[src/hdl/mvm_pkg.sv]
// Shared types, constants and helpers for the matrix-vector multiply core.
// No dependencies; every other file imports this package.
`timescale 1ns / 1ps

package mvm_pkg;

  // Sizing
  localparam int MAX_COLS     = 256;
  localparam int ELEMENT_BITS = 16;
  localparam int ADDR_W       = (MAX_COLS > 1) ? $clog2(MAX_COLS) : 1;
  localparam int IDX_W        = 8;
  localparam int DIM_W        = 9;
  localparam int SUM_W        = 40;
  localparam int PROD_W       = 2 * ELEMENT_BITS;
  localparam int COL_LIMIT    = (MAX_COLS < 256) ? MAX_COLS : 256;
  localparam int ROW_LIMIT    = 256;
  localparam int CFG_IDX_W    = 8;
  localparam int Q_DEPTH      = 4;
  localparam int Q_PTR_W      = $clog2(Q_DEPTH);
  localparam int Q_CNT_W      = $clog2(Q_DEPTH + 1);

  // Register indexes
  localparam logic [CFG_IDX_W-1:0] CFG_NUM_ROWS = CFG_IDX_W'(0);
  localparam logic [CFG_IDX_W-1:0] CFG_NUM_COLS = CFG_IDX_W'(1);

  // Input modes
  localparam logic MODE_VECTOR = 1'b0;
  localparam logic MODE_MATRIX = 1'b1;

  typedef struct packed {
    logic                           mode;
    logic signed [ELEMENT_BITS-1:0] element_value;
    logic [IDX_W-1:0]               vector_index;
  } mvm_in_t;

  typedef struct packed {
    logic [IDX_W-1:0]        row_index;
    logic signed [SUM_W-1:0] dot_product;
    logic                    last_row;
  } mvm_out_t;

  // Classified word passed from front to back
  typedef struct packed {
    logic                           is_matrix;
    logic                           wr_ok;
    logic [ADDR_W-1:0]              addr;
    logic signed [ELEMENT_BITS-1:0] value;
  } mvm_op_t;

  // Effective dimensions and restart strobe
  typedef struct packed {
    logic [DIM_W-1:0] rows;
    logic [DIM_W-1:0] cols;
    logic             restart;
  } mvm_ctl_t;

  // Zero acts as one, anything above the limit acts as the limit
  function automatic logic [DIM_W-1:0] clamp_dim(input logic [DIM_W-1:0] v,
                                                 input logic [DIM_W-1:0] hi);
    logic [DIM_W-1:0] r;
    r = v;
    if (v == '0) begin
      r = DIM_W'(1);
    end else if (v > hi) begin
      r = hi;
    end
    return r;
  endfunction

endpackage

[src/hdl/mvm_queue.sv]
// Short FIFO of classified words between front and back.
// Depends on mvm_pkg.
`timescale 1ns / 1ps

module mvm_queue
  import mvm_pkg::*;
(
  input  logic    clk,
  input  logic    rst_n,
  input  logic    push,
  input  mvm_op_t push_op,
  output logic    full,
  input  logic    pop,
  output logic    not_empty,
  output mvm_op_t head_op
);

  mvm_op_t              slot_r [Q_DEPTH];
  logic [Q_PTR_W-1:0]   wr_ptr_r, wr_ptr_nxt;
  logic [Q_PTR_W-1:0]   rd_ptr_r, rd_ptr_nxt;
  logic [Q_CNT_W-1:0]   count_r, count_nxt;

  assign full      = (count_r == Q_CNT_W'(Q_DEPTH));
  assign not_empty = (count_r != '0);
  assign head_op   = slot_r[rd_ptr_r];

  // Pointer and fill bookkeeping
  always_comb begin
    wr_ptr_nxt = push ? wr_ptr_r + Q_PTR_W'(1) : wr_ptr_r;
    rd_ptr_nxt = pop  ? rd_ptr_r + Q_PTR_W'(1) : rd_ptr_r;
    count_nxt  = count_r;
    if (push && !pop) begin
      count_nxt = count_r + Q_CNT_W'(1);
    end else if (pop && !push) begin
      count_nxt = count_r - Q_CNT_W'(1);
    end
  end

  always_ff @(posedge clk) begin
    if (!rst_n) begin
      wr_ptr_r <= '0;
      rd_ptr_r <= '0;
      count_r  <= '0;
    end else begin
      wr_ptr_r <= wr_ptr_nxt;
      rd_ptr_r <= rd_ptr_nxt;
      count_r  <= count_nxt;
    end
  end

  // Storage
  always_ff @(posedge clk) begin
    if (push) begin
      slot_r[wr_ptr_r] <= push_op;
    end
  end

`ifndef SYNTHESIS
  a_no_overflow: assert property (@(posedge clk) disable iff (!rst_n)
    full |-> !push) else $error("queue written while full");
  a_no_underflow: assert property (@(posedge clk) disable iff (!rst_n)
    pop |-> not_empty) else $error("queue read while empty");
`endif

endmodule

[config.mk]
export PLATFORM = sky130hd
export DESIGN_NAME = mvm_queue
export DESIGN_NICKNAME = d
export VERILOG_FILES = /design/src/hdl/mvm_pkg.sv /design/src/hdl/mvm_queue.sv
export SDC_FILE = /design/constraint.sdc
export NUM_CORES = 1
export LEC_CHECK = 0
export BUFFER_PORTS_ARGS = -buffer_cell sky130_fd_sc_hd__buf_2
export CORE_MARGIN = 3
export CORE_UTILIZATION = 45
export DETAILED_ROUTE_END_ITERATION = 7
export PLACE_DENSITY_LB_ADDON = 0.12
export SETUP_SLACK_MARGIN = 0.1
export SLEW_MARGIN = 15
export SYNTH_ARGS = -nofsm -noshare
export SYNTH_HDL_FRONTEND = slang
export SYNTH_SLANG_ARGS = --single-unit
[constraint.sdc]
create_clock -name clk -period 1.6 [get_ports clk]
set_clock_uncertainty 0.05 [all_clocks]
set_input_delay 0.32 -clock clk [delete_from_list [all_inputs] [get_ports clk]]
set_output_delay 0.32 -clock clk [all_outputs]
set_load 0.005 [all_outputs]
[Yosys cells after proc, flatten, opt, wreduce, memory -nomap -nowiden]
Memory sizes are Yosys's and may differ from the RTL's. A register that Yosys moved wholly into a read port is not among the register bits.
Index checks and enable logic that the tools add are counted.
Word-level totals
  flip-flop bits (word level): 7
  RAM bits: 104
  bits of input ports: 30
  output and inout port bits: 28
  memories kept: 1
Memory list
  slot_r: words 4, bits a word 26, read ports 1, clocked after memory_dff 1, write ports 1, line mvm_queue.sv:18  | mvm_op_t slot_r [Q_DEPTH];
Cells by class
  add/sub/neg operators: 4
  equal/unequal tests: 1
  multiplexer cells: 6
  reductions and logical operators: 6
Operators by type and width (number)
  $mux W3: 2
  $add A2 B1 Y2 const B: 2
  $mux W2: 2
  $add A3 B1 Y3 const B: 1
  $eq A3 B3 Y1 const B: 1
  $reduce_bool A3 Y1: 1
  $sub A3 B1 Y3 const B: 1
  $logic_and A1 B1 Y1: 2
  $logic_not A1 Y1: 2
  $mux W1: 2
  $reduce_bool A2 Y1: 1

[Longest topological paths before layout]
  depth after elaboration: 4
  depth in mapped cells: 7
  depth with buffers taken out: 7

[Least setup slack after synthesis]
OpenSTA, ideal clock, no wires.
  kind: input to register
  from: in pop
  to: reg count_r[2]
  setup time: 0.076 ns
  data arrival time: 1.521 ns
  required time: 1.474 ns
  slack: -0.047 ns
  stages on the path: 7
  cell sequence: inv_1 ha_1 inv_1 fa_1 xor2_1 or3_1 a21boi_0
On the way
  cells in the longest elaborated chain, start to end: 3
  elaborated cells between the ends (all ways): 5
  classes of those cells: mux: 1; reduce/logical: 4
Ends and longest elaborated chain
  from (decl): line mvm_queue.sv:13  | input logic pop,
  $logic_not A1 Y1: line mvm_queue.sv:32  | if (push && !pop) begin
  $logic_and A1 B1 Y1: line mvm_queue.sv:32
  $mux W3 or $reduce_bool A2 Y1 (tied branches)
  to (signal assigned): line mvm_queue.sv:47  | count_r <= count_nxt;
  to (decl): line mvm_queue.sv:21  | logic [Q_CNT_W-1:0] count_r, count_nxt;
Parallel ways exist; a longest one is shown, timed or not.
A chain may end at the register's enable or synchronous reset.

==> flow_summary.toml <==
[pwr]
pwr_density_cell_nw_per_um2 = 1351
power_leakage_uw = 0.002068
power.share.clock_pct = 45.5
ir_drop_mv = 0.6385
p_seq_share_pct = 44.3
p_sw_share_pct = 21.73
p_int_uw = 6072
p_comb_share_pct = 10.2
p_switching_uw = 1685

[worst_setup_path]
cp_num_buf_inv = 3
worst_path_most_repeated_cell = "buf_12"
criticalPathCategory = "register to output pin"
cp.arrival_ps = 1760
max_stage_delay_ps = 480
worst_ep_required_time_ps = 1230
cp_top_family = "multiplexers"
critPathMaxFanout = 8
cpMaxStageDelayCell = "mux4_2"
path_cells = "buf_12 > buf_12 > mux4_2 > buf_2"
worst_setup_path_end_kind = "output pin"
worst_setup_path_start_kind = "register"

[detailed_routing]
vias = 2084
wl_met1_mm = 3.119
wl_per_cell_um = 17.63
postRouteAntennaNets = 0
drc = 0
wl_mm = 7.353
drt_iter0_markers = 89
highest-signal-layer = "met4"
dr.pass1.iters = 6
wl_met3_um = 332
wl_met2_mm = 3.834
avgViaCountPerCell = 4.998

[layout]
design_area_sq_um = 5741
layout-area-overhead-vs-synth_pct = 35.26
final_cells = 417
drive_gt1_share_pct = 46.28
antennaDiodeCount = 0
fin_nets = 332

[die]
core_area_sq_um = 8934
fp.dieH_um = 103.1
row_count = 34
start_util_pct = 47.51
pin_count = 58
die-width_um = 103.1
die-area_sq_um = 10630

[synthesis]
synth_edf_count = 104
synth.largest_area_cell = "edfxtp_1"
ys_seq_elements = 113
postSynthAreaPerCell_sq_um = 23.71
syn_inst = 179
synth_area_sq_um = 4244
async_flop_share_pct = 0
ys_warn_count = 0
synth_cell_type_count = 21
syn_nets = 215
ys.flop_type = "edfxtp_1"
yosys.cell_count.top_type = "edfxtp_1"
synth_area_leaders = "edfxtp_1 74%, mux4_2 11%, dfxtp_1 4.2%"
ys_seq_area_share_pct = 77.83
synth_common_cells = "104 x edfxtp_1, 20 x mux4_2, 9 x and2_1, 9 x dfxtp_1, 6 x mux4_1"
synth_top_cell_area_share_pct = 73.58

[clock_network]
cts.reportedPaths.clkPinSlew_ps = 60
clock-sinks = 113
root_buffer = "clkbuf_8"
clockBufferDepth = 2
h-tree-depth = 4
worst_skew_pair.late_latency_ps = 500
cts_tree = "done"
cts_buffers = 17

[place]
dpl.cell_count = 352
port_buffers = 57
pre_cts_slack_ps = -141.0
gp_congestion = 0.6743
placed_area_sq_um = 4777
place_hpwl_mm = 4.196

[grt]
grt_overflow = 0
antenna_found_initial = 0
grt_max_degree = 27
grt_pass1_vias = 2171
grt_pass1_wl_mm = 11.56
grt_usage_pct = 15.31

[flow_run]
drv_cap = 0

[min_path]
hp-class = "primary input to register"

[sta]
timing.slew.headroom_pct = 72.75
drv_slew = 0
fin_crit_sh_pct = 133.0
hold-worst-slack_ps = 70.89
period_needed_ps = 2128
rsz0062_at_grt = "true"
layout_setup_ws_ps = -527.6
timing.fmax_ghz = 0.4700
hold_viol_final = 0
finalSetupViolCount = 27
worst_slew_pin_slew_ps = 408.8

[outcome]
violations = "setup timing"
outcome = "finished, violations left"
routing by layer:
| metal | global-route usage [%] | vias to the layer above |
|---|---|---|
| li1 | - | 977 |
| met1 | 18.92 | 1047 |
| met2 | 25.06 | 54 |
| met3 | 5.345 | 6 |
| met4 | 5.677 | 0 |
| met5 | 0 | - |
flip-flops by register name, summed over array words and instances (netlist names), named ones only:
name / count
wr_ptr_r: 2
slot_r: 104
rd_ptr_r: 2
count_r: 3
worst paths after layout:
check	from	to	slack, ps	depth (start not counted)
worst max-delay path	register	head_op[14]	-530	4
worst min-delay path	rst_n	count_r[0]	70	2
worst max register to register	count_r[1]	count_r[2]	90	5
worst min register to register	count_r[2]	count_r[2]	460	2
cell families (layout without fill, tap and decap cells):
family	after synthesis	in the layout	synth area share [%]
AOI/OAI and AO/OA	2	2	0.2948
xor gates and xnor gates	5	5	1.032
adders and majority gates	6	6	1.946
buffers and inverters	10	140	1.916
DFF	113	113	77.83
muxes	28	28	14.80
and+or+nand+nor	15	15	2.181
what timing repair did:
action	in CTS	in global routing
buffers inserted	7	0
endpoints found under the hold margin	104	0
pin swaps	3	0
hold buffers	26	0
setup endpoints to repair	80	29
cloned	0	0
gates resized for setup	12	1
cell type report:
cell class              count  area [sq um]
clock buffers              17         414.1
clock inverters            15         160.2
well taps                 108         135.1
fillers                   649          3193
inverters                   4         15.01
multi-input cells          56         877.1
repair buffers            104         827.0
flip-flops and latches    113          3312
placed cells by master, fill, tap and decap left out, drive strengths merged:
master       Yosys  final
a21boi           1      1
fa               1      1
and2             9      9
dfxtp            9      9
inv              4      7
o21ai            1      1
xor2             3      3
ha               5      5
mux2i            2      2
mux4            26     26
clkbuf           1     17
clkinv           0      5
bufinv           0      2
nor2b            2      2
buf              5     78
nand2            1      1
edfxtp         104    104
nor3b            1      1
clkinvlp         0      5
xnor2            2      2
dlygate4sd3      0     26
or3              2      2
power groups by stage:
stage | clock [uW] | combinational [uW] | sequential (uW)
2_1_floorplan | 0 | 383 | 3480
3_3_place_gp | 0 | 654 | 3490
3_5_place_dp | 0 | 660 | 3500
4_1_cts | 3600 | 799 | 3440
5_1_grt | 3740 | 873 | 3450
6_report | 3530 | 789 | 3440
through the flow:
stage / power [uW] / setup TNS (ps) / utilization [%]
floorplan: 3867 / 0 / -
global placement: 4148 / -1886 / 53.47
detailed placement: 4161 / -1762 / 53.47
CTS: 7834 / -13590 / 64.17
global route: 8065 / -14310 / 64.26
finish: 7757 / -12530 / 64.26
worst reg2reg max path, cell delays in order, from the launching register on:
cell and delay (ps):
dfxtp_2 330, buf_6 120, fa_2 370, xor2_2 160, or3_1 300, a21boi_1 120
Note: power is estimated with default switching activity, not from simulation.
