File: src/hdl/mvm_pkg.sv
// Shared types, constants and helpers for the matrix-vector multiply core.
// No dependencies; every other file imports this package.
`timescale 1ns / 1ps

package mvm_pkg;

  // Sizing
  localparam int MAX_COLS     = 256;
  localparam int ELEMENT_BITS = 16;
  localparam int ADDR_W       = (MAX_COLS > 1) ? $clog2(MAX_COLS) : 1;
  localparam int IDX_W        = 8;
  localparam int DIM_W        = 9;
  localparam int SUM_W        = 40;
  localparam int PROD_W       = 2 * ELEMENT_BITS;
  localparam int COL_LIMIT    = (MAX_COLS < 256) ? MAX_COLS : 256;
  localparam int ROW_LIMIT    = 256;
  localparam int CFG_IDX_W    = 8;
  localparam int Q_DEPTH      = 4;
  localparam int Q_PTR_W      = $clog2(Q_DEPTH);
  localparam int Q_CNT_W      = $clog2(Q_DEPTH + 1);

  // Register indexes
  localparam logic [CFG_IDX_W-1:0] CFG_NUM_ROWS = CFG_IDX_W'(0);
  localparam logic [CFG_IDX_W-1:0] CFG_NUM_COLS = CFG_IDX_W'(1);

  // Input modes
  localparam logic MODE_VECTOR = 1'b0;
  localparam logic MODE_MATRIX = 1'b1;

  typedef struct packed {
    logic                           mode;
    logic signed [ELEMENT_BITS-1:0] element_value;
    logic [IDX_W-1:0]               vector_index;
  } mvm_in_t;

  typedef struct packed {
    logic [IDX_W-1:0]        row_index;
    logic signed [SUM_W-1:0] dot_product;
    logic                    last_row;
  } mvm_out_t;

  // Classified word passed from front to back
  typedef struct packed {
    logic                           is_matrix;
    logic                           wr_ok;
    logic [ADDR_W-1:0]              addr;
    logic signed [ELEMENT_BITS-1:0] value;
  } mvm_op_t;

  // Effective dimensions and restart strobe
  typedef struct packed {
    logic [DIM_W-1:0] rows;
    logic [DIM_W-1:0] cols;
    logic             restart;
  } mvm_ctl_t;

  // Zero acts as one, anything above the limit acts as the limit
  function automatic logic [DIM_W-1:0] clamp_dim(input logic [DIM_W-1:0] v,
                                                 input logic [DIM_W-1:0] hi);
    logic [DIM_W-1:0] r;
    r = v;
    if (v == '0) begin
      r = DIM_W'(1);
    end else if (v > hi) begin
      r = hi;
    end
    return r;
  endfunction

endpackage

File: src/hdl/mvm_front.sv
// Front end: configuration registers, input acceptance and classification.
// Depends on mvm_pkg; feeds mvm_queue.
`timescale 1ns / 1ps

module mvm_front
  import mvm_pkg::*;
(
  input  logic                 clk,
  input  logic                 rst_n,
  input  logic                 in_valid,
  output logic                 in_ready,
  input  mvm_in_t              in_data,
  input  logic                 cfg_valid,
  output logic                 cfg_ready,
  input  logic [CFG_IDX_W-1:0] cfg_index,
  input  logic [DIM_W-1:0]     cfg_data,
  input  logic                 q_full,
  output logic                 q_push,
  output mvm_op_t              q_op,
  output mvm_ctl_t             ctl
);

  logic [DIM_W-1:0] num_rows_r, num_rows_nxt;
  logic [DIM_W-1:0] num_cols_r, num_cols_nxt;
  logic             cfg_wr;
  logic             restart;

  assign cfg_ready = 1'b1;
  assign cfg_wr    = cfg_valid && cfg_ready;

  // Register writes
  always_comb begin
    num_rows_nxt = num_rows_r;
    num_cols_nxt = num_cols_r;
    restart      = 1'b0;
    if (cfg_wr) begin
      case (cfg_index)
        CFG_NUM_ROWS: begin
          num_rows_nxt = cfg_data;
          restart      = 1'b1;
        end
        CFG_NUM_COLS: begin
          num_cols_nxt = cfg_data;
          restart      = 1'b1;
        end
        default: ;
      endcase
    end
  end

  always_ff @(posedge clk) begin
    if (!rst_n) begin
      num_rows_r <= DIM_W'(1);
      num_cols_r <= DIM_W'(1);
    end else begin
      num_rows_r <= num_rows_nxt;
      num_cols_r <= num_cols_nxt;
    end
  end

  // Effective dimensions plus restart strobe, in mvm_ctl_t field order
  assign ctl = {clamp_dim(num_rows_r, DIM_W'(ROW_LIMIT)),
                clamp_dim(num_cols_r, DIM_W'(COL_LIMIT)),
                restart};

  // Accept while the queue has room; classify the word
  assign in_ready = !q_full;
  assign q_push   = in_valid && in_ready;

  always_comb begin
    q_op.is_matrix = (in_data.mode == MODE_MATRIX);
    q_op.wr_ok     = (32'(in_data.vector_index) < MAX_COLS);
    q_op.addr      = ADDR_W'(in_data.vector_index);
    q_op.value     = in_data.element_value;
  end

endmodule

File: config.mk
export PLATFORM = sky130hd
export DESIGN_NAME = mvm_front
export DESIGN_NICKNAME = d
export VERILOG_FILES = /design/src/hdl/mvm_pkg.sv /design/src/hdl/mvm_front.sv
export SDC_FILE = /design/constraint.sdc
export NUM_CORES = 1
export LEC_CHECK = 0
export ABC_AREA = 0
export BUFFER_PORTS_ARGS = -buffer_cell sky130_fd_sc_hd__clkbuf_2
export CAP_MARGIN = 0
export CORE_MARGIN = 2
export CORE_UTILIZATION = 27
export CTS_BUF_LIST = sky130_fd_sc_hd__clkbuf_4
export CTS_CLUSTER_DIAMETER = 50
export DETAILED_ROUTE_END_ITERATION = 8
export GPL_TIMING_DRIVEN = 0
export HOLD_SLACK_MARGIN = 0.15
export PLACE_DENSITY = 0.59
export SLEW_MARGIN = 10
export SYNTH_ARGS = -nofsm -noshare
export SYNTH_HDL_FRONTEND = slang
export SYNTH_SLANG_ARGS = --single-unit
File: constraint.sdc
create_clock -name clk -period 2.7 [get_ports clk]
set_input_delay 0.54 -clock clk [delete_from_list [all_inputs] [get_ports clk]]
set_output_delay 0.54 -clock clk [all_outputs]
set_load 0.01 [all_outputs]
## Word-level counts from Yosys, hierarchy flattened

Index checks and enable logic that the tools add are counted.

- Multiplexer cells: 6
- Equal/unequal tests: 1
- Reductions and logical operators: 8
- Order comparisons: 2

Operator list:

| kind | count |
|---|---|
| two-way mux 9 bit | 4 |
| greater-than comparator 9 bit (second input constant) | 2 |
| logical NOT 9 bit | 2 |
| equality test 8 x 1 -> 1 bit (second input constant) | 1 |
| logical NOT 8 bit | 1 |
| AND reduction 2 bit | 2 |
| two-way mux 1 bit | 2 |
| OR reduction 2 bit | 1 |
| logical AND 1 bit | 1 |
| logical NOT 1 bit | 1 |

- Logic and storage cells: 19
- Bits in registers: 18

## Longest topological paths before layout

Gate-level depths: netlist of the first run.

- Word-level depth: 4
- Mapped depth: 4
- Gate-level depth less buffers: 3

## Least setup slack after synthesis of the first run

OpenSTA, ideal clock, no wires.

- Path kind: input-to-output
- Start point: in cfg_index[1]
- End point: out ctl[0] (netlist bit)
- Slack: 0.864 ns
- Required time: 2.160 ns
- Path buffers: 1
- Data arrival time: 1.296 ns
- Cell stages on the path: 3
- Cells stage by stage: or4_1 > nor2_1 > buf_4

- Cells in the longest elaborated chain, start to end: 4

RTL lines:

| what | line | RTL |
|---|---|---|
| start: declaration | mvm_front.sv:15 | `input logic [CFG_IDX_W-1:0] cfg_index,` |
| equality test 8 x 1 -> 1 bit / logical NOT 8 bit (equally long branches) | mvm_front.sv:37 | `case (cfg_index)` |
| OR reduction 2 bit (no source line) * | n/a |  |
| two-way mux 1 bit * | mvm_front.sv:37 |  |
| two-way mux 1 bit * | mvm_front.sv:36 | `if (cfg_wr) begin` |
| end: declaration | mvm_front.sv:20 | `output mvm_ctl_t ctl` |

Every way passes the cells marked *; elsewhere a longest branch is shown, timed or not.

## Worst setup path after layout of the first run

Ends and elaborated chain as after synthesis.

==> qor.csv, run 1 <==
stage,metric,value,unit
run_status,status,finished clean,
clock_network,number of setup buffers added after CTS,0,
worst_setup_path,Setup CP Type,in -> out,
placed_design,routability cong.,0.734,
clock_network,htree depth,1,
synth,Yosys top cell area share,33.5,%
synth,Area contributors post-synth,"dfxtp_1 33%, buf_4 20%, mux2i_1 17%",
synth,"Distinct cells, synth",17,
grt,antenna violations before repair,0,
synth,Ys Warns,0,
timing,minimum clock period,2.03,ns
synth,Post-synth ARST share,0,%
timing,"Period Utilization, post-route",75.0,%
synth,ys flop type,dfxtp_1,
pwr,sw frac,24.8,%
timing,"Hold Violations, Final",0,
timing,final setup fails,0,
grt,aggregate global routing overflow,0,
pwr,Comb pwr share,18.8,%
synth,Yosys top cell by area,dfxtp_1,
timing,setup TNS,0,ns
cells_and_area,area of the multi-input gates,467,um^2
worst_setup_path,Setup crit end kind,output port,
pwr,Cell Int Power,0.373,mW
pwr,Pleak,0.820,nW
die,core area,3740,um^2
clock_network,Root Buffer Master,clkbuf_4,
die,# IOs,95,
clock_network,CTS tree,built,
cells_and_area,Layout area overhead,39.1,%
worst_setup_path,Worst setup endpoint,ctl[0],
route,DR iter-0 viols,41,
worst_setup_path,FF-to-FF Start,num_cols_r[8],
pwr,sequential share of power,53.6,%
pwr,Net Switching,0.123,mW
worst_setup_path,critical path's top delay family,simple AND/OR/NAND/NOR gates,
route,Initial DRT Pass Iterations,4,
timing,RSZ-0062 raised after global routing,no,
synth,sequential area share after synthesis,33.5,%
clock_network,Worst-Skew Late Latency,0.29,ns
pwr,Max rail drop VDD,188,uV
synth,Post-Synthesis Cell Area,1080,um^2
worst_setup_path,WP depth,5,
cells_and_area,nets@finish,248,
cells_and_area,# diodes,0,
pwr,total power draw,0.497,mW
run,max_cap viols,0,
clock_network,Hold Buf Count CTS,0,
worst_setup_path,Worst R2R End,num_cols_r[8],
min_path,type of the most critical hold path,reg -> reg,
grt,global-route wire length before repair,3.75,mm
grt,pin count of the biggest net entering global routing,11,
timing,fmax,494,MHz
die,Rows,22,
worst_setup_path,CP startpoint kind,input port,
synth,Mapped Cells,129,
route,via total after detailed routing,1034,
worst_setup_path,"Arr. time, crit path",1.49,ns
die,Die Width,67.1,um
timing,final worst clock skew,0,ns
worst_setup_path,WP buf/inv,3,
clock_network,Max Buffers Root-to-Sink,2,
worst_setup_path,FF-to-FF path depth,2,
clock_network,post-cts gate resize count,0,
worst_setup_path,critical path's most frequent cell,clkbuf_2,
route,routed len/inst,9.84,um
route,Routed Antenna Nets,0,
route,drc violations,0,
worst_setup_path,launch point of the worst path,cfg_index[1],
pwr,clock share of power,27.7,%
worst_setup_path,"critical path fanouts, max",3,
timing,max-slew violations,0,
grt,vias in the first global route,875,
worst_setup_path,slowest CP cell,or4_1,
placed_design,I/O Buffers,66,
route,vias per inst,4.17,
clock_network,clock sink count,18,
die,die area,4510,um^2
worst_setup_path,r2r setup slk,1.88,ns
synth,syn avg cell area,8.34,um^2
timing,Fin Hold WS,0.472,ns
synth,top-count cell post-synth,buf_4,
synth,"EDFF count, synth",0,
cells_and_area,share of layout cells above drive strength 1,50.0,%
cells_and_area,# fillers,400,
cells_and_area,register area,360,um^2
worst_setup_path,critical-path cell list,clkbuf_2 -> or4_1 -> nor2_1 -> buf_4 -> clkbuf_2,
route,DRT Wirelength,2.44,mm
synth,synthesized flop and latch total,18,
synth,most frequent cells after synthesis,"28 x buf_4, 24 x nand2_1, 18 x dfxtp_1, 18 x mux2i_1, 18 x nor2b_1",
placed_design,HPWL Detailed,2.04,mm
worst_setup_path,critical path required time,2.16,ns
worst_setup_path,"Largest stage delay, worst path",0.54,ns
grt,GR Util All Layers,11.0,%
pwr,power density cells,332,nW/um^2
die,Die Ht,67.1,um
clock_network,TritonCTS buffer count,3,
clock_network,Worst-path clk slew,0.09,ns
die,Initial Util,28.7,%
[registers in the layout, indices dropped and copies added (netlist names)]
signal      flops
num_cols_r      9
num_rows_r      9
[stage by stage]
stage                     util, %  area [um^2]  setup slack, ns  cells
after global routing         40.0         1500            0.635    248
after global placement       39.3         1470            0.665    244
after floorplan                 -         1080            0.864    130
after detailed placement     39.3         1470            0.674    244
after CTS                    40.0         1500            0.666    248
final                        40.0         1500            0.674    248
[cell type report]
type                    count  area share (%)
plain buffers              35            16.4
clock buffers               3            1.51
clock inverters             1           0.251
inverters                   2           0.502
multi-input cells          75            31.2
flip-flops and latches     18            24.1
well taps                  48            4.01
repair buffers             66            22.1
[cell usage in the layout, fill, tap and decap left out]
cell | netlist | routed
nor2b_1 | 18 | 18
a21oi_1 | 2 | 2
clkbuf_2 | 0 | 66
clkbuf_1 | 5 | 5
or3_1 | 1 | 1
conb_1 | 1 | 2
mux2i_1 | 18 | 18
or4b_4 | 1 | 1
clkbuf_4 | 0 | 3
nor3_1 | 3 | 3
nor2_1 | 3 | 3
buf_6 | 1 | 1
buf_4 | 28 | 28
nor4_1 | 2 | 2
inv_1 | 2 | 2
or4_1 | 1 | 1
clkinv_1 | 0 | 1
dfxtp_1 | 18 | 18
nand2_1 | 24 | 24
buf_2 | 1 | 1
[logic make-up (layout without fill, tap and decap cells)]
kind of cell,count (synthesis),after routing,share of synthesized area (%)
mux,18,18,16.7
compound gates,2,2,0.930
buf+inv,37,107,23.5
simple gates,53,53,25.0
other cells,1,2,0.349
flops,18,18,33.5
[worst register-to-register path, cell delays in order (launching register included)]
cell,delay [ns]
dfxtp_1,0.54
nand2_1,0.09
mux2i_1,0.13
[how the worst min path moves through the flow]
stage	startpoint	end	cells after the start
after floorplan	num_rows_r[3]	num_rows_r[3]	2
after global placement	num_rows_r[4]	num_rows_r[4]	2
after detailed placement	num_rows_r[4]	num_rows_r[4]	2
after CTS	num_rows_r[3]	num_rows_r[3]	2
after global routing	cfg_data[6]	num_rows_r[6]	3
final	num_rows_r[3]	num_rows_r[3]	2
[power by group through the flow]
stage	combinational, mW	sequential, mW	clock, mW
floorplan	0.0563	0.272	0
global placement	0.0939	0.272	0
detailed placement	0.0940	0.272	0
CTS	0.0942	0.266	0.144
global route	0.102	0.266	0.157
finish	0.0932	0.266	0.137
[per-layer routing]
metal  wire length (um)  global-route usage [%]  vias up
met4                 18                    3.06        0
met2               1090                    18.2       65
li1                   -                       -      523
met1               1060                    13.4      444
met5                  0                       0        -
met3                276                    4.17        2
No activity file was read; power rests on OpenSTA's default activity.
==> run 2: changes to the inputs <==
--- a/config.mk
+++ b/config.mk
@@ -5,7 +5,7 @@
 export SDC_FILE = /design/constraint.sdc
 export NUM_CORES = 1
 export LEC_CHECK = 0
-export ABC_AREA = 0
+export ABC_AREA = 1
 export BUFFER_PORTS_ARGS = -buffer_cell sky130_fd_sc_hd__clkbuf_2
 export CAP_MARGIN = 0
 export CORE_MARGIN = 2
@@ -15,7 +15,7 @@
 export DETAILED_ROUTE_END_ITERATION = 8
 export GPL_TIMING_DRIVEN = 0
 export HOLD_SLACK_MARGIN = 0.15
-export PLACE_DENSITY = 0.59
+export PLACE_DENSITY = 0.55
 export SLEW_MARGIN = 10
 export SYNTH_ARGS = -nofsm -noshare
 export SYNTH_HDL_FRONTEND = slang
==> constraint.sdc (replaced) <==
create_clock -name clk -period 2 [get_ports clk]
set_input_delay 0.4 -clock clk [delete_from_list [all_inputs] [get_ports clk]]
set_output_delay 0.4 -clock clk [all_outputs]
set_load 0.01 [all_outputs]
==> run 2 against run 1 <==
Effect of this change: core utilization fell by 2.9 points; global-route usage fell by 0.56 points; highest routed layer unchanged; die area rose by 21%; sequential share of layout area fell by 3.3 points; critical path type is now reg -> out; non-clock buffer count rose by 2; via count rose by 27%; sequential power rose by 35%.
==> qor.csv, run 2 <==
stage,metric,value,unit
run_status,status,finished clean,
timing,"Period Utilization, post-route",90.2,%
grt,vias in the first global route,1095,
grt,aggregate global routing overflow,0,
die,Initial Util,28.0,%
synth,"EDFF count, synth",0,
worst_setup_path,"Arr. time, crit path",1.40,ns
pwr,sequential share of power,51.9,%
clock_network,Worst-Skew Late Latency,0.28,ns
cells_and_area,Final Util,37.0,%
worst_setup_path,FF-to-FF Start,num_rows_r[8],
clock_network,htree depth,1,
worst_setup_path,critical path required time,1.60,ns
clock_network,TritonCTS buffer count,3,
route,vias per inst,4.08,
min_path,Hold Startpoint,cfg_data[0],
clock_network,Max Buffers Root-to-Sink,2,
placed_design,I/O Buffers,66,
worst_setup_path,FF-to-FF path depth,2,
die,# IOs,95,
synth,top-count cell post-synth,nor2_1,
timing,minimum clock period,1.80,ns
worst_setup_path,Worst R2R End,num_rows_r[8],
clock_network,number of setup buffers added after CTS,0,
die,Die Width,73.8,um
timing,final worst clock skew,0,ns
synth,post-synthesis simple-gate area fraction,32.3,%
synth,"Distinct cells, synth",24,
placed_design,routability cong.,0.705,
synth,Mapped Cells,199,
synth,sequential area share after synthesis,27.4,%
timing,fmax,554,MHz
pwr,power density cells,399,nW/um^2
synth,Yosys top cell by area,dfxtp_1,
pwr,Net Switching,0.182,mW
pwr,clock share of power,25.3,%
cells_and_area,Largest regs,"num_cols_r: 9 flops, num_rows_r: 9 flops",
worst_setup_path,CP startpoint kind,flip-flop,
synth,Area contributors post-synth,"dfxtp_1 27%, buf_4 16%, nor2_1 11%",
pwr,Cell Int Power,0.511,mW
die,Die Ht,73.8,um
worst_setup_path,r2r setup slk,1.38,ns
pwr,Max rail drop VDD,148,uV
worst_setup_path,WP buf/inv,2,
placed_design,HPWL Detailed,2.41,mm
route,via total after detailed routing,1317,
cells_and_area,Layout area overhead,32.3,%
min_path,Hold Crit Depth,3,
synth,combinational family with the most area after synthesis,simple AND/OR/NAND/NOR gates,
grt,GR Util All Layers,10.5,%
synth,ys flop type,dfxtp_1,
synth,Yosys top cell area share,27.4,%
worst_setup_path,Setup crit end kind,output port,
clock_network,post-cts gate resize count,0,
timing,"Hold Violations, Final",0,
route,Routed Antenna Nets,0,
die,core area,4690,um^2
clock_network,Worst-path clk slew,0.10,ns
route,DRT Wirelength,2.82,mm
grt,global-route wire length before repair,4.54,mm
pwr,total power draw,0.693,mW
run,max_cap viols,0,
clock_network,clock sink count,18,
grt,pin count of the biggest net entering global routing,11,
synth,most frequent cells after synthesis,"39 x nor2_1, 28 x buf_4, 28 x inv_1",
worst_setup_path,Setup CP Type,reg -> out,
synth,post-synthesis compound-gate area fraction,8.76,%
worst_setup_path,"critical path fanouts, max",7,
worst_setup_path,"Largest stage delay, worst path",0.34,ns
cells_and_area,"commonest non-fill, non-tap cells in the layout","66 x clkbuf_2, 39 x nor2_1, 28 x inv_1, 28 x buf_4, 27 x nand2_1",
die,Rows,25,
placed_design,placed cells,320,
synth,syn avg cell area,6.60,um^2
timing,max-slew violations,0,
timing,setup TNS,0,ns
cells_and_area,"most common cell after layout, fill and taps aside",clkbuf_2,
cells_and_area,Layout Cells excl Fill,323,
synth,Post-synth ARST share,0,%
min_path,hold path endpoint,num_cols_r[0],
worst_setup_path,critical-path cell list,nor2_1 -> nand3_1 -> o21ai_1 -> inv_1 -> nor2_1 -> clkbuf_2,
timing,RSZ-0062 raised after global routing,no,
min_path,type of the most critical hold path,in -> reg,
timing,Fin Hold WS,0.370,ns
pwr,Pleak,0.956,nW
cells_and_area,share of layout cells above drive strength 1,43.9,%
synth,mux contribution to synthesized area,0,%
synth,Ys Warns,0,
pwr,sw frac,26.2,%
synth,xor/xnor share of the synthesized area,0,%
route,Initial DRT Pass Iterations,4,
die,die area,5440,um^2
clock_network,CTS tree,built,
synth,synthesized flop and latch total,18,
route,drc violations,0,
cells_and_area,# fillers,521,
synth,Post-Synthesis Cell Area,1310,um^2
clock_network,Hold Buf Count CTS,0,
timing,final setup fails,0,
worst_setup_path,critical path's most frequent cell,nor2_1,
pwr,Comb pwr share,22.8,%
cells_and_area,# diodes,0,
worst_setup_path,slowest CP cell,dfxtp_1,
clock_network,Root Buffer Master,clkbuf_4,
grt,antenna violations before repair,0,
route,routed len/inst,8.72,um
worst_setup_path,critical path's top delay family,flip-flops,
route,DR iter-0 viols,32,
synth,adder-cell share of the synthesized area,0,%
cells_and_area,nets@finish,318,
-- run 2: cell types whose count changed after synthesis, sizes merged, moves of 2 or more --
cell    previous run  this run
nor4               2         0
nand3              0        23
a21oi              2        16
buf               30        34
inv                2        30
nor3               3         1
nor2b             18         0
nand2             24        29
nor2               3        42
clkbuf             5         3
mux2i             18         0
-- run 2: worst register-to-register path, stage by stage, from the launching register on --
cell and delay [ns]:
dfxtp_1 0.35, a21oi_1 0.12, nor2_1 0.05
-- run 2: power by group through the flow --
| stage | combinational [mW] | sequential, mW | clock, mW |
|---|---|---|---|
| after floorplan | 0.103 | 0.368 | 0 |
| after global placement | 0.159 | 0.368 | 0 |
| after detailed placement | 0.160 | 0.368 | 0 |
| after CTS | 0.160 | 0.360 | 0.181 |
| after global routing | 0.175 | 0.360 | 0.193 |
| final | 0.158 | 0.360 | 0.175 |
-- run 2: kinds of logic after synthesis --
family | count (synthesis)
and+or+nand+nor | 96
buffers and inverters | 67
DFF | 18
other | 1
AOI/OAI and AO/OA | 17
-- run 2: how the worst max path moves through the flow --
| stage | start | end | slack (ns) | cells past startpoint |
|---|---|---|---|---|
| 6_report | num_cols_r[4] | ctl[7] | 0.20 | 6 |
| 5_1_grt | num_cols_r[4] | ctl[3] | 0.05 | 6 |
| 4_1_cts | num_cols_r[4] | ctl[7] | 0.08 | 6 |
| 3_5_place_dp | num_cols_r[4] | ctl[7] | 0.42 | 6 |
| 3_3_place_gp | num_cols_r[4] | ctl[6] | 0.44 | 6 |
| 2_1_floorplan | num_cols_r[4] | ctl[2] | 0.61 | 5 |
-- run 2: layout make-up --
type	count	area [um^2]	share of cell area [%]
inverters	30	113	6.48
clock buffers	3	22.5	1.30
plain buffers	37	298	17.1
flip-flops and latches	18	360	20.7
multi-input cells	115	547	31.5
repair buffers	66	330	19.0
well taps	54	67.6	3.89
-- run 2: per-stage QoR --
stage / cell area [um^2] / setup WS (ns)
final: 1740 / 0.196
after global routing: 1740 / 0.0539
after CTS: 1740 / 0.0832
after detailed placement: 1720 / 0.415
after global placement: 1720 / 0.436
after floorplan: 1320 / 0.615
-- run 2: metal layers --
metal  up-vias  share of wire, %  global-route usage (%)
met5         -                 0                       0
met4         0               1.3                    4.85
met3         2               6.8                    1.78
met2        48                46                    17.0
met1       549                46                    13.5
li1        718                 -                       -
